==> src/hw/rtl/sov_pkg.sv <==
// Shared widths, constants and pipeline word types for the sphere overlap volume block.
package sov_pkg;

    // Field formats
    localparam int COORD_W   = 24;
    localparam int FRAC_BITS = 16;
    localparam int VOL_W     = 44;

    // Distance path
    localparam int DIFF_W = COORD_W;
    localparam int SQ_W   = 2 * DIFF_W;
    localparam int SUM_W  = SQ_W + 2;
    localparam int ROOT_W = SUM_W / 2;
    localparam int SQRT_W = SUM_W + 1;

    // Radius path
    localparam int RAD_W  = COORD_W;
    localparam int SUMR_W = RAD_W + 1;
    localparam int CUBE_W = 3 * RAD_W - 2 * FRAC_BITS;

    // Lens numerator and divisor
    localparam int D12_W  = ROOT_W + 4;
    localparam int Q_W    = 2 * SUMR_W + 2;
    localparam int QS_W   = Q_W - FRAC_BITS;
    localparam int T2_W   = 2 * SUMR_W - FRAC_BITS;
    localparam int QLO_W  = QS_W / 2;
    localparam int QHI_W  = QS_W - QLO_W;
    localparam int NUM_W  = T2_W + QS_W;

    // Quotient and pi scaling
    localparam int X_W      = VOL_W + 2;
    localparam int DIVC_W   = D12_W + X_W;
    localparam int XLO_W    = X_W / 2;
    localparam int XHI_W    = X_W - XLO_W;
    localparam int PI_W     = 32;
    localparam int PI_SHIFT = 30;
    localparam int PROD_W   = X_W + PI_W;
    localparam logic [PI_W-1:0] PI_Q = 32'd3373259426;

    typedef enum logic [1:0] {
        CASE_DISJOINT = 2'd0,
        CASE_CONTAIN  = 2'd1,
        CASE_LENS     = 2'd2
    } t_case;

    typedef struct packed {
        logic [SUMR_W-1:0] s;
        logic [RAD_W-1:0]  g;
        logic [CUBE_W-1:0] cube;
    } t_geo;

    typedef struct packed {
        logic [NUM_W-1:0] num;
        logic [D12_W-1:0] den;
        t_case            kind;
    } t_div_in;

    typedef struct packed {
        logic [X_W-1:0] x;
        logic           ovf;
        t_case          kind;
    } t_div_out;

    typedef struct packed {
        logic [VOL_W-1:0] volume;
        t_case            kind;
        logic             sat;
    } t_result;

endpackage

==> src/hw/rtl/sov_scale.sv <==
// Pi scaling of the quotient and saturation to the volume width.
module sov_scale import sov_pkg::*; (
    input  logic     i_clk,
    input  logic     i_rst_n,
    input  logic     i_en,
    input  logic     i_valid,
    input  t_div_out i_quo,
    output logic     o_valid,
    output t_result  o_res
);

    logic                   r_v1, r_v2;
    logic [XLO_W+PI_W-1:0]  r_p0;
    logic [XHI_W+PI_W-1:0]  r_p1;
    logic                   r_ovf;
    t_case                  r_kind;
    t_result                r_res;
    logic [PROD_W-1:0]      w_prod;
    logic [PROD_W-PI_SHIFT-1:0] w_vol;
    logic                   w_sat;

    // Join the partial products and clip
    assign w_prod = PROD_W'(r_p0) + {r_p1, {XLO_W{1'b0}}};
    assign w_vol  = w_prod[PROD_W-1:PI_SHIFT];
    assign w_sat  = r_ovf | (|w_vol[PROD_W-PI_SHIFT-1:VOL_W]);

    always_ff @(posedge i_clk) begin
        if (!i_rst_n) begin
            r_v1 <= 1'b0;
            r_v2 <= 1'b0;
        end else if (i_en) begin
            r_v1 <= i_valid;
            r_v2 <= r_v1;
        end
    end

    always_ff @(posedge i_clk) begin
        if (i_en) begin
            r_p0   <= i_quo.x[XLO_W-1:0] * PI_Q;
            r_p1   <= i_quo.x[X_W-1:XLO_W] * PI_Q;
            r_ovf  <= i_quo.ovf;
            r_kind <= i_quo.kind;

            r_res.volume <= w_sat ? {VOL_W{1'b1}} : w_vol[VOL_W-1:0];
            r_res.sat    <= w_sat;
            r_res.kind   <= r_kind;
        end
    end

    assign o_valid = r_v2;
    assign o_res   = r_res;

endmodule
==> config.mk <==
export PLATFORM = sky130hd
export DESIGN_NAME = sov_scale
export DESIGN_NICKNAME = d
export VERILOG_FILES = /design/src/hw/rtl/sov_pkg.sv /design/src/hw/rtl/sov_scale.sv
export SDC_FILE = /design/constraint.sdc
export NUM_CORES = 2
export LEC_CHECK = 0
export ABC_AREA = 1
export BUFFER_PORTS_ARGS = -buffer_cell sky130_fd_sc_hd__buf_2
export CORE_ASPECT_RATIO = 0.75
export CORE_MARGIN = 4
export CORE_UTILIZATION = 48
export CTS_BUF_LIST = sky130_fd_sc_hd__clkbuf_8
export DETAILED_ROUTE_END_ITERATION = 12
export GPL_ROUTABILITY_DRIVEN = 0
export PLACE_DENSITY = 0.76
export SETUP_SLACK_MARGIN = 0.1
export SLEW_MARGIN = 10
export SYNTH_ARGS = -nofsm -noshare
export SYNTH_HDL_FRONTEND = slang
export SYNTH_SLANG_ARGS = --single-unit
==> constraint.sdc <==
create_clock -name i_clk -period 10.45 [get_ports i_clk]
set_input_delay 1.045 -clock i_clk [delete_from_list [all_inputs] [get_ports i_clk]]
set_output_delay 1.045 -clock i_clk [all_outputs]
set_load 0.05 [all_outputs]
Word level (Yosys, flattened, before mapping)
Cells that the tools add are included.
W data, S select, Z words.
Cells by class
  add/subtract/negate cells: 1
  multiply operators: 2
  bitwise gates (word level): 1
  reduce and logical (&&, ||, !) cells: 1
Operators by type and width (count)
  $mul A23 B31 Y54 const B: 2
  $add A55 B78 Y78: 1
  $reduce_or A4 Y1: 1
  $or A1 B1 Y1: 1
Storage, ports and cells
  flip-flop bits (word level): 160
  input port bits: 53
  output and inout bits: 48
  logic and storage cells: 14

Longest topological paths before layout
  word-level depth: 3
  mapped depth: 28
  mapped depth without buffers: 28

Worst setup path before layout
Ideal clock, no wire load.
  path kind: in2reg
  start point: in i_quo[8] (netlist name)
  end point: reg r_p0[43] (data pin)
  setup time: 0.252 ns
  arrival: 6.122 ns
  required time: 10.198 ns
  setup slack: 4.076 ns
  stages on the path: 23
  buffers on the path: 0
  cell sequence: inv_1 fa_1 inv_1 fa_1 inv_1 fa_1 inv_1 fa_1 fa_1 fa_1 inv_1 fa_1 inv_1 ha_1 nand2_1 nor2_1 inv_1 nor2_1 inv_1 o31ai_1 nand2_1 nand3_1 nand2_1
Between the ends
  longest elaborated chain between the ends: 1
Ends and longest elaborated chain
  start, declared: RTL line sov_scale.sv:7  | input t_div_out i_quo,
  $mul A23 B31 Y54: RTL line sov_scale.sv:39  | r_p0 <= i_quo.x[XLO_W-1:0] * PI_Q;
  end signal, assigned: RTL line sov_scale.sv:39
  end, declared: RTL line sov_scale.sv:13  | logic [XLO_W+PI_W-1:0] r_p0;
Every way passes these cells.
A chain may end at the register's enable or synchronous reset.

Worst setup path in the final report
  start point: in i_quo[31] (netlist name)
  end point: reg r_p1[25] (data pin)
Between the ends
  longest elaborated chain between the ends: 1
Ends and longest elaborated chain
  $mul A23 B31 Y54: RTL line sov_scale.sv:40  | r_p1 <= i_quo.x[X_W-1:XLO_W] * PI_Q;
  end signal, assigned: RTL line sov_scale.sv:40
  end, declared: RTL line sov_scale.sv:14  | logic [XHI_W+PI_W-1:0] r_p1;
Every way passes these cells.

==> metrics.md <==
| Metric | Value |
|---|---|
| DIE HEIGHT | `~230 µm` |
| WHS Endpoint | `o_res[1]` |
| Min-delay worst type | `reg -> reg` |
| # Max-Cap Violations | `0` |
| R2r startpoint | `r_p0[41]` |
| Largest net degree at the start of global routing | `just over 80` |
| Diodes inserted | `0` |
| #FFs+latches synth | `roughly 140` |
| CTS resizes | `0` |
| Share of cells above drive strength 1 | `0.0569` |
| Reg2reg path depth | `13` |
| Aggregate global routing overflow | `0` |
| Syn Std Cell Area | `between 30000 and 40000 µm²` |
| Row count | `82` |
| Critical Path AT | `about 7.3 ns` |
| Core area | `approximately 67000 µm²` |
| Fin area | `about 34000 µm²` |
| Final hold viol count | `0` |
| Ys async rst share | `0` |
| Mapped Avg Cell Area | `around 8.6 µm²` |
| Setup violations, final | `0` |
| Number of synthesized flops with an enable pin | `about 140` |
| IO Pins | `slightly above 100` |
| # H-tree levels | `4` |
| Die X-Extent | `between 300 and 400 µm` |
| Vias in the first global route | `between 20000 and 30000` |
| Cell mode on critical path | `fa_1` |
| NumNets Final | `4965` |
| Tmin final | `7.09 ns` |
| Sequential area share after synthesis | `0.127` |
| Cell taking the most area after synthesis | `fa_1` |
| Placed cell area | `33800 µm²` |
| Area added between synthesis and finish | `6.00%` |
| Clock buffer count from CTS | `17` |
| Residual DRC count | `0` |
| List of most frequent post-synthesis cells | `995 x inv_1, 609 x nand2_1, 578 x ha_1` |
| CTS tree | `done` |
| WHS Path Cells | `0` |
| Routed WL | `around 85000 µm` |
| Crit path max fanout | `8` |
| Hold_sp | `r_kind[0]` |
| Max frequency | `roughly 140 MHz` |
| Worst-Margin Slew | `just under 1 ns` |
| Worst EP required | `10.65 ns` |
| HPWL Detailed | `around 76000 µm` |
| Largest cells by area after synthesis | `fa_1 29%, ha_1 22%, edfxtp_1 13%, inv_1 12%, nand2_1 7.1%` |
| Pre-antenna DRT Iters | `7` |
| Multi-input gate area | `approximately 24000 µm²` |
| GRT Total Usage | `0.245` |
| First-pass GRT wire length | `roughly 140000 µm` |
| Crit start category | `primary input` |
| DR vias | `about 25000` |
| Layout fillers | `about 6000` |
| Mapped Cells | `about 3800` |
| Synth Warn # | `0` |
| Slew HR | `0.342` |
| Yosys cell types | `46` |
| Hold_buf cts | `0` |
| Worst Clk Skew | `approximately 0.014 ns` |
| Root buf cell | `clkbuf_8` |
| Main flop type after synthesis | `edfxtp_1` |
| Initial DRC count | `between 2000 and 2500` |
| Slew Limit Fails | `0` |
| Die area | `between 70000 and 80000 µm²` |
| Setup TNS | `0 ns` |
| Post-CTS setup buffer count | `0` |
| Vias/cell | `between 5 and 6` |
| Clk pin slew, worst setup/hold paths | `roughly 0.090 ns` |
| Slowest cell on crit path | `fa_1` |
| Initial antenna violation count | `0` |
| Crit-path cells | `buf_2 > inv_1 > fa_1 > inv_1 > fa_1 > inv_1 > fa_1 > inv_1 > fa_1 > fa_1 > fa_1 > inv_1 > fa_1 > inv_1 > ha_1 > a21o_1 > a21oi_1 > a21boi_0 > o21ai_0 > a21oi_1 > xnor2_1` |
| Crit Path Category | `in -> reg` |
| Tcrit/Tclk final | `0.678` |
| Count leader, synth | `inv_1` |
| Drt wl/cell | `around 18 µm` |
| Sequential standard cell area | `slightly above 4000 µm²` |
| CP peak stage delay | `0.61 ns` |
| RSZ-0062 raised after global routing | `no` |
| Clk_lat worst skew | `0.48 ns` |
| CP Capture Type | `flop` |
| Status | `finished clean` |
| Port bufs | `100` |
| Clk sinks | `around 140` |
| Post-route ant nets | `0` |
| Syn Nets | `4855` |
| Worst R2R End | `o_res[4]` |
| Synth top area share | `0.285` |
| Clock Path Buffers | `2` |
| Starting Density | `0.484` |
| Reg2reg setup slack | `around 7.2 ns` |
[state kept, by name, indices dropped and copies added, names as in the netlist]
name,cells
o_valid,1
r_p0,31
r_v1,1
r_p1,54
r_kind,2
o_res,47
r_ovf,1
[metal layers]
metal  share of wire  GRT usage
met3            0.12     0.0683
met5               0          0
met4           0.019     0.0482
met2            0.41      0.366
met1            0.45      0.358
[worst max-delay path, delay by kind of cell]
| kind | cells | cell delay, ns |
|---|---|---|
| buffers and inverters | 7 | 0.71 |
| XOR/XNOR | 1 | 0.19 |
| adder cells (fa/ha/maj) | 8 | 3.93 |
| AO/OA/AOI/OAI | 5 | 1.40 |
[cell type report]
type,instances,share of cell area
Clock buffer,17,0.00684
Multi-Input combinational cell,2614,0.710
Tap cell,882,0.0323
Inverter,1002,0.110
Timing Repair Buffer,102,0.0153
Sequential cell,137,0.120
Clock inverter,15,0.00563
[worst max path at each step]
stage	depth (start not counted)	from	endpoint	slack [ns]
6_report	21	i_quo[31]	r_p1[25]	3.36
2_1_floorplan	23	i_quo[8]	r_p0[43]	4.08
4_1_cts	21	i_quo[31]	r_p1[25]	3.50
3_3_place_gp	21	i_quo[31]	r_p1[25]	3.11
5_1_grt	22	i_quo[31]	r_p1[25]	3.13
3_5_place_dp	21	i_quo[31]	r_p1[25]	3.00
[cells in the final DEF (no fill, tap or decap), drive strengths merged]
cell type / count
a21o: 22
nand2: 618
o21a: 9
nor4: 9
nor3: 39
bufinv: 1
or2: 1
nand4: 21
nor3b: 1
o211ai: 2
clkbuf: 17
edfxtp: 135
xnor2: 38
and3: 3
o21ai: 97
o21bai: 35
a211oi: 2
inv: 1012
buf: 102
ha: 578
nand3: 145
o31ai: 2
and2: 4
a21boi: 6
nand3b: 4
o2111ai: 1
clkinv: 4
fa: 460
nor2: 264
dfxtp: 2
a21oi: 160
o22ai: 2
a31oi: 24
xor2: 67
[stage by stage]
step           std cells  utilization  setup WS (ns)  hold WS (ns)
2_1_floorplan       3764            -           4.08         0.400
3_5_place_dp        4737        0.506           3.00         0.417
6_report            4769        0.513           3.36         0.428
5_1_grt             4769        0.513           3.13         0.442
4_1_cts             4769        0.513           3.50         0.436
3_3_place_gp        4737        0.506           3.11         0.403
[kinds of logic after synthesis]
family / Yosys count / synth area share
compound gates: 362 / 0.0641
xor+xnor: 105 / 0.0285
fa+ha+maj: 1038 / 0.510
buf+inv: 1013 / 0.120
flops: 137 / 0.127
simple gates: 1109 / 0.151
Power is left out: the tool's default activity adds up to more than one toggle a clock period on the data nets, which glitch-free logic cannot reach.
