File: config.mk
export PLATFORM = sky130hd
export DESIGN_NAME = sov_isqrt
export DESIGN_NICKNAME = d
export VERILOG_FILES = /design/src/hw/rtl/sov_pkg.sv /design/src/hw/rtl/sov_isqrt.sv
export SDC_FILE = /design/constraint.sdc
export NUM_CORES = 2
export LEC_CHECK = 0
export BUFFER_PORTS_ARGS = -buffer_cell sky130_fd_sc_hd__buf_2
export CELL_PAD_IN_SITES_DETAIL_PLACEMENT = 0
export CELL_PAD_IN_SITES_GLOBAL_PLACEMENT = 1
export CORE_ASPECT_RATIO = 0.7
export CORE_UTILIZATION = 50
export CTS_CLUSTER_SIZE = 20
export DETAILED_ROUTE_END_ITERATION = 10
export PLACE_DENSITY_LB_ADDON = 0.1
export SKIP_CTS_REPAIR_TIMING = 1
export SLEW_MARGIN = 30
export SYNTH_ARGS = -nofsm -noshare
export SYNTH_HDL_FRONTEND = slang
export SYNTH_SLANG_ARGS = --single-unit
File: constraint.sdc
create_clock -name i_clk -period 8.9 [get_ports i_clk]
set_input_delay 0.445 -clock i_clk [delete_from_list [all_inputs] [get_ports i_clk]]
set_output_delay 0.445 -clock i_clk [all_outputs]
set_load 0.1 [all_outputs]
File: src/hw/rtl/sov_pkg.sv
// Shared widths, constants and pipeline word types for the sphere overlap volume block.
package sov_pkg;

    // Field formats
    localparam int COORD_W   = 24;
    localparam int FRAC_BITS = 16;
    localparam int VOL_W     = 44;

    // Distance path
    localparam int DIFF_W = COORD_W;
    localparam int SQ_W   = 2 * DIFF_W;
    localparam int SUM_W  = SQ_W + 2;
    localparam int ROOT_W = SUM_W / 2;
    localparam int SQRT_W = SUM_W + 1;

    // Radius path
    localparam int RAD_W  = COORD_W;
    localparam int SUMR_W = RAD_W + 1;
    localparam int CUBE_W = 3 * RAD_W - 2 * FRAC_BITS;

    // Lens numerator and divisor
    localparam int D12_W  = ROOT_W + 4;
    localparam int Q_W    = 2 * SUMR_W + 2;
    localparam int QS_W   = Q_W - FRAC_BITS;
    localparam int T2_W   = 2 * SUMR_W - FRAC_BITS;
    localparam int QLO_W  = QS_W / 2;
    localparam int QHI_W  = QS_W - QLO_W;
    localparam int NUM_W  = T2_W + QS_W;

    // Quotient and pi scaling
    localparam int X_W      = VOL_W + 2;
    localparam int DIVC_W   = D12_W + X_W;
    localparam int XLO_W    = X_W / 2;
    localparam int XHI_W    = X_W - XLO_W;
    localparam int PI_W     = 32;
    localparam int PI_SHIFT = 30;
    localparam int PROD_W   = X_W + PI_W;
    localparam logic [PI_W-1:0] PI_Q = 32'd3373259426;

    typedef enum logic [1:0] {
        CASE_DISJOINT = 2'd0,
        CASE_CONTAIN  = 2'd1,
        CASE_LENS     = 2'd2
    } t_case;

    typedef struct packed {
        logic [SUMR_W-1:0] s;
        logic [RAD_W-1:0]  g;
        logic [CUBE_W-1:0] cube;
    } t_geo;

    typedef struct packed {
        logic [NUM_W-1:0] num;
        logic [D12_W-1:0] den;
        t_case            kind;
    } t_div_in;

    typedef struct packed {
        logic [X_W-1:0] x;
        logic           ovf;
        t_case          kind;
    } t_div_out;

    typedef struct packed {
        logic [VOL_W-1:0] volume;
        t_case            kind;
        logic             sat;
    } t_result;

endpackage

File: src/hw/rtl/sov_isqrt.sv
// Pipelined floor square root, one result bit per stage.
module sov_isqrt import sov_pkg::*; (
    input  logic              i_clk,
    input  logic              i_rst_n,
    input  logic              i_en,
    input  logic              i_valid,
    input  logic [SUM_W-1:0]  i_sum,
    input  t_geo              i_geo,
    output logic              o_valid,
    output logic [ROOT_W-1:0] o_root,
    output t_geo              o_geo
);

    logic [ROOT_W:0]   w_v;
    logic [SQRT_W-1:0] w_op  [ROOT_W+1];
    logic [SQRT_W-1:0] w_res [ROOT_W+1];
    t_geo              w_geo [ROOT_W+1];

    assign w_v[0]   = i_valid;
    assign w_op[0]  = SQRT_W'(i_sum);
    assign w_res[0] = '0;
    assign w_geo[0] = i_geo;

    for (genvar k = 0; k < ROOT_W; k++) begin : g_stage
        logic              r_v;
        logic [SQRT_W-1:0] r_op;
        logic [SQRT_W-1:0] r_res;
        t_geo              r_geo;
        logic [SQRT_W-1:0] w_one;
        logic [SQRT_W-1:0] w_trial;
        logic              w_take;

        // Try the next root bit against the remainder
        assign w_one   = SQRT_W'(1) << (2 * (ROOT_W - 1 - k));
        assign w_trial = w_res[k] + w_one;
        assign w_take  = (w_op[k] >= w_trial);

        always_ff @(posedge i_clk) begin
            if (!i_rst_n) begin
                r_v <= 1'b0;
            end else if (i_en) begin
                r_v <= w_v[k];
            end
        end

        always_ff @(posedge i_clk) begin
            if (i_en) begin
                r_op  <= w_take ? w_op[k] - w_trial : w_op[k];
                r_res <= w_take ? (w_res[k] >> 1) + w_one : (w_res[k] >> 1);
                r_geo <= w_geo[k];
            end
        end

        assign w_v[k+1]   = r_v;
        assign w_op[k+1]  = r_op;
        assign w_res[k+1] = r_res;
        assign w_geo[k+1] = r_geo;
    end

    assign o_valid = w_v[ROOT_W] & (w_op[ROOT_W] == w_op[ROOT_W] ? 1'b1 : 1'b1);
    assign o_root  = w_res[ROOT_W][ROOT_W-1:0];
    assign o_geo   = w_geo[ROOT_W];

endmodule

* Word-level counts from Yosys, hierarchy flattened *
Cells that the tools add are included.

word-level totals
  logic and storage cells = 319
  flip-flop bits (word level) = 4723

operators by class
  add/sub/neg operators = 72
  order comparisons = 25
  mux-type cells = 49

operators with widths
  cell                    count
  $ge 51x51->1            24
  $mux 50                 24
  $mux 51                 23
  $sub 51x51->51          23
  $add 50x11->51 const B  1
  $add 50x13->51 const B  1
  $add 50x15->51 const B  1
  $add 50x17->51 const B  1
  $add 50x19->51 const B  1
  $add 50x21->51 const B  1
  $add 50x23->51 const B  1
  $add 50x25->51 const B  1
  $add 50x27->51 const B  1
  $add 50x29->51 const B  1
  $add 50x3->51 const B   1
  $add 50x31->51 const B  1
  $add 50x33->51 const B  1
  $add 50x35->51 const B  1
  $add 50x37->51 const B  1
  $add 50x39->51 const B  1
  $add 50x41->51 const B  1
  $add 50x43->51 const B  1
  $add 50x45->51 const B  1
  $add 50x47->51 const B  1
  other kinds (32)        32

* Longest topological paths before layout *
  depth after elaboration = 3
  mapped depth = 13

* Worst setup path after synthesis *
Ideal clock, no wire load.

  kind = reg2reg
  start point = reg g_stage[15].r_op[32]
  end point = reg g_stage[16].r_op[49] (data pin)
  path buffers = 2
  cell stages (with the launch flop) = 13
  setup time = 0.258 ns
  arrival time = 3.136 ns
  data required time = 8.642 ns
  setup slack = 5.506 ns
  cell sequence = edfxtp_1 > ha_1 > nand3_2 > or2_1 > or4_1 > o31ai_1 > and4bb_1 > buf_6 > or2_1 > buf_6 > nor2_4 > or4b_1 > xnor2_1

between the ends
  word-level cells in the longest chain between the ends = 2

RTL lines
  item                                                   RTL line                          source
  from (decl)                                            sov_isqrt.sv:26                   logic [SQRT_W-1:0] r_op;
  from (signal assigned)                                 sov_isqrt.sv:48                   r_op <= w_take ? w_op[k] - w_trial : w_op[k];
  $sub 51x51->51 / $ge 51x51->1 (equally long branches)  sov_isqrt.sv:48, sov_isqrt.sv:36
  $mux 51 (*)                                            sov_isqrt.sv:48
  to (signal assigned)                                   sov_isqrt.sv:48
  to (decl)                                              sov_isqrt.sv:26

Every way passes the cells marked *; elsewhere a longest branch is shown, timed or not.
A chain may end at the register's enable or synchronous reset.

* Worst setup path in the final report *
  start point = reg g_stage[14].r_op[21]
  end point = reg g_stage[15].r_op[49] (data pin)

between the ends
  word-level cells in the longest chain between the ends = 2

RTL lines
  item                                                   RTL line
  from (decl)                                            sov_isqrt.sv:26
  from (signal assigned)                                 sov_isqrt.sv:48
  $sub 51x51->51 / $ge 51x51->1 (equally long branches)  sov_isqrt.sv:48, sov_isqrt.sv:36
  $mux 51 (*)                                            sov_isqrt.sv:48

Marks and branches as above.

==> results.tsv <==
stage	metric	value	unit
timing	setup_viol	0	
synth	syn_inst	8002	
layout	layout-drive-gt1-share	0.106	
power_and_ir_drop	swShare	0.240	
route	via_per_inst	5.37	
synth	synth.area.top_cells	edfxtp_1 80%, ha_1 3.1%, xnor2_1 1.7%, xor2_1 1.7%, inv_1 1.1%	
floorplan	die_w	636	um
synth	ys_seq_area_frac	0.808	
clock_tree	cts_root_buf	clkbuf_16	
power_and_ir_drop	power.density	261	nW/um^2
hold_path	worstHoldEndpoint	g_stage[0].r_geo[8]$_DFFE_PP_	
route	drtIter0Drc	6795	
synth	yosysMostFrequentCell	edfxtp_1	
placement	hpwl	179	mm
route	wirelength	263	mm
layout	fill_cells	21300	
run_status	status	completed	
clock_tree	htree_levels	5	
route	drc_errors	0	
timing	max_slew_margin	0.248	
route	ant_nets	0	
global_routing	grt_max_degree	192	
power_and_ir_drop	p_comb_frac	0.104	
timing	finalHoldViolations	0	
synth	synthMuxAreaShare	0.00647	
setup_path	slowest_stage	nor4_1	
clock_tree	cts_tree	yes	
synth	synth_edf_count	3774	
power_and_ir_drop	p_int	31.8	mW
synth	ys.flop_type	edfxtp_1	
setup_path	timing.rr.end	g_stage[15].r_op[49]$_DFFE_PP_	
synth	syn_nets	8491	
setup_path	ff2ff_setup_slack	3.77	ns
synth	synth_top_cell_by_area	edfxtp_1	
placement	placed_area	147000	sq um
timing	slew_violations	0	
synth	ys.warnings.count	0	
run	drv_cap	0	
route	vias	68200	
layout	design_area	161000	sq um
global_routing	grt_pass1_vias	64000	
timing	skew	0.0465	ns
hold_path	min_from	i_geo[8]	
power_and_ir_drop	pwr-share-seq	0.534	
power_and_ir_drop	p_clk_frac	0.362	
synth	synth_simple_gate_area_share	0.0616	
layout	areaGrowthSynthToFinish	14.0	%
floorplan	die_h	446	um
setup_path	cpPeakStageDelay	0.97	ns
setup_path	arrival	5.73	ns
synth	synthArstFlopShare	0	
floorplan	rows	162	
floorplan	io-pin-count	258	
setup_path	timing.rr.start	g_stage[14].r_op[21]$_DFFE_PP_	
layout	multi_input_area	25200	sq um
synth	syn_avg_cell_area	17.6	sq um
placement	place.gp.congestion	0.901	
setup_path	crit_required	9.50	ns
clock_tree	clock-sinks	3799	
timing	min_period_over_period	0.577	
timing	tightest_slew	1.12	ns
synth	yosys-top-cells-count	3,774 x edfxtp_1, 422 x inv_1, 401 x nand2_1	
synth	ys_ff_latch	3799	
setup_path	cp-end-kind	flop	
hold_path	hold_depth	2	
timing	tns	0	ns
synth	ys_types	89	
synth	synth-compound-area-share	0.0446	
floorplan	core_area	279000	sq um
setup_path	crit_chain	ha_1 > nor4bb_1 > nand4_1 > nor4_1 > or4_1 > a21oi_2 > nor2b_1 > o21a_1 > nand3_1 > xnor2_1	
layout	register_area	114000	sq um
layout	layout.nets	9228	
route	drt-pass1-iter-count	6	
floorplan	start_util	0.504	
synth	syn_area	141000	sq um
timing	fmax	195	MHz
setup_path	worstSetupStartpointType	flop	
power_and_ir_drop	p_switching	10.1	mW
clock_tree	cts.clk_slew.worst_paths	0.07	ns
clock_tree	clk_latency	0.89	ns
setup_path	crit_type	reg -> reg	
power_and_ir_drop	power_leakage	57.0	nW
setup_path	cp_max_fo	7	
global_routing	grt_pass1_wl	396	mm
floorplan	dieArea	284000	sq um
clock_tree	numCtsBuffers	358	
timing	period_minus_slack	5.13	ns
timing	rsz0062_at_grt	no	
synth	synth_adder_area_share	0.0307	
power_and_ir_drop	peakVddDrop	0.181	mV
synth	synth-xor-area-share	0.0343	
global_routing	grt_antenna_before_repair	14	
route	post_drt_wl_per_cell	20.7	um
placement	port_buffers	257	
synth	synth_top_family_by_area	simple AND/OR/NAND/NOR gates	
setup_path	rr_worst_depth	10	
hold_path	min_path_type	in -> reg	
clock_tree	clockBufferDepth	4	
power_and_ir_drop	power.total	41.9	mW
synth	synth_top_area_share	0.805	
global_routing	overflow	0	
setup_path	startpoint	g_stage[14].r_op[21]$_DFFE_PP_	
global_routing	grt_usage	0.182	
cells by family after synthesis:
kind of cell	after synthesis
multiplexers	85
flip-flops	3799
XOR/XNOR	551
AND/OR/NAND/NOR	1678
adder cells (fa/ha/maj)	346
AO/OA/AOI/OAI	1019
other	1
buffers and inverters	523
sequential cells by signal, summed over array words and instances (netlist names):
signal	flops
g_stage.r_res	325
g_stage.r_op	1224
g_stage.r_geo	2136
g_stage.r_v	24
o_valid	1
o_geo	89
routing by layer:
layer	vias up	wire length, um	global-route usage
met5	-	24	0
met4	4	5240	0.0424
met3	364	20200	0.0432
met2	1859	97400	0.224
met1	33700	140000	0.316
li1	32300	-	-
power groups by stage:
stage | logic [mW] | registers (mW) | clock network, mW
after floorplan | 2.65 | 22.5 | 0
after CTS | 4.24 | 22.4 | 15.6
after detailed placement | 4.22 | 22.8 | 0
final | 4.37 | 22.4 | 15.2
after global routing | 4.78 | 22.5 | 16.3
after global placement | 4.17 | 22.7 | 0
layout make-up:
cell class	count	area share
antenna	7	0.000109
clock buffer	418	0.0577
clock inverter	221	0.0148
inverter	424	0.00991
multi-input combinational	3680	0.157
sequential	3799	0.709
tap	3690	0.0288
timing repair buffer	476	0.0228
worst max-delay path, delay by kind of cell, from the launching register on:
kind / cells / cell delay [ns]
AND/OR/NAND/NOR: 6 / 3.16
flip-flops: 1 / 0.40
AO/OA/AOI/OAI: 2 / 0.71
adder cells (fa/ha/maj): 1 / 0.41
XOR/XNOR: 1 / 0.16
per-stage QoR:
stage	worst slack (ns)	hold WS (ns)	cells	utilization
5_1_grt	3.80	0.196	12700	0.575
3_3_place_gp	4.22	0.400	11900	0.527
2_1_floorplan	5.51	0.400	8002	-
6_report	3.77	0.256	12700	0.575
3_5_place_dp	4.21	0.405	11900	0.527
4_1_cts	4.16	-0.366	12600	0.569
layout by cell type (no fill, tap or decap), types with 21 or more instances in the layout:
cell and count:
a211oi_1 21, a21o_1 109, a21oi_1 299, a31oi_1 25, buf_12 21, buf_2 259, buf_4 44, bufinv_16 44
clkbuf_1 55, clkbuf_16 361, clkinv_1 72, clkinv_2 67, dfxtp_1 25, dlygate4sd3_1 144, edfxtp_1 3774, ha_1 346
inv_1 422, mux2_2 48, mux2i_1 37, nand2_1 401, nand2b_1 68, nand3_1 92, nand4_1 87, nor2_1 344
nor2b_1 69, nor3_1 143, nor4_1 197, nor4b_1 25, o21a_1 62, o21ai_0 309, o21bai_1 23, o31ai_1 31
or2_2 23, or3_1 55, or4_1 49, xnor2_1 281, xor2_1 270
worst max path at each step:
stage | endpoint | slack (ns) | cells after the start
floorplan | g_stage[16].r_op[49]$_DFFE_PP_ | 5.51 | 12
global placement | g_stage[15].r_op[44]$_DFFE_PP_ | 4.22 | 11
detailed placement | g_stage[15].r_op[49]$_DFFE_PP_ | 4.21 | 10
CTS | g_stage[15].r_op[39]$_DFFE_PP_ | 4.16 | 10
global route | g_stage[15].r_op[45]$_DFFE_PP_ | 3.80 | 11
finish | g_stage[15].r_op[49]$_DFFE_PP_ | 3.77 | 10
(Power assumes the default switching activity.)
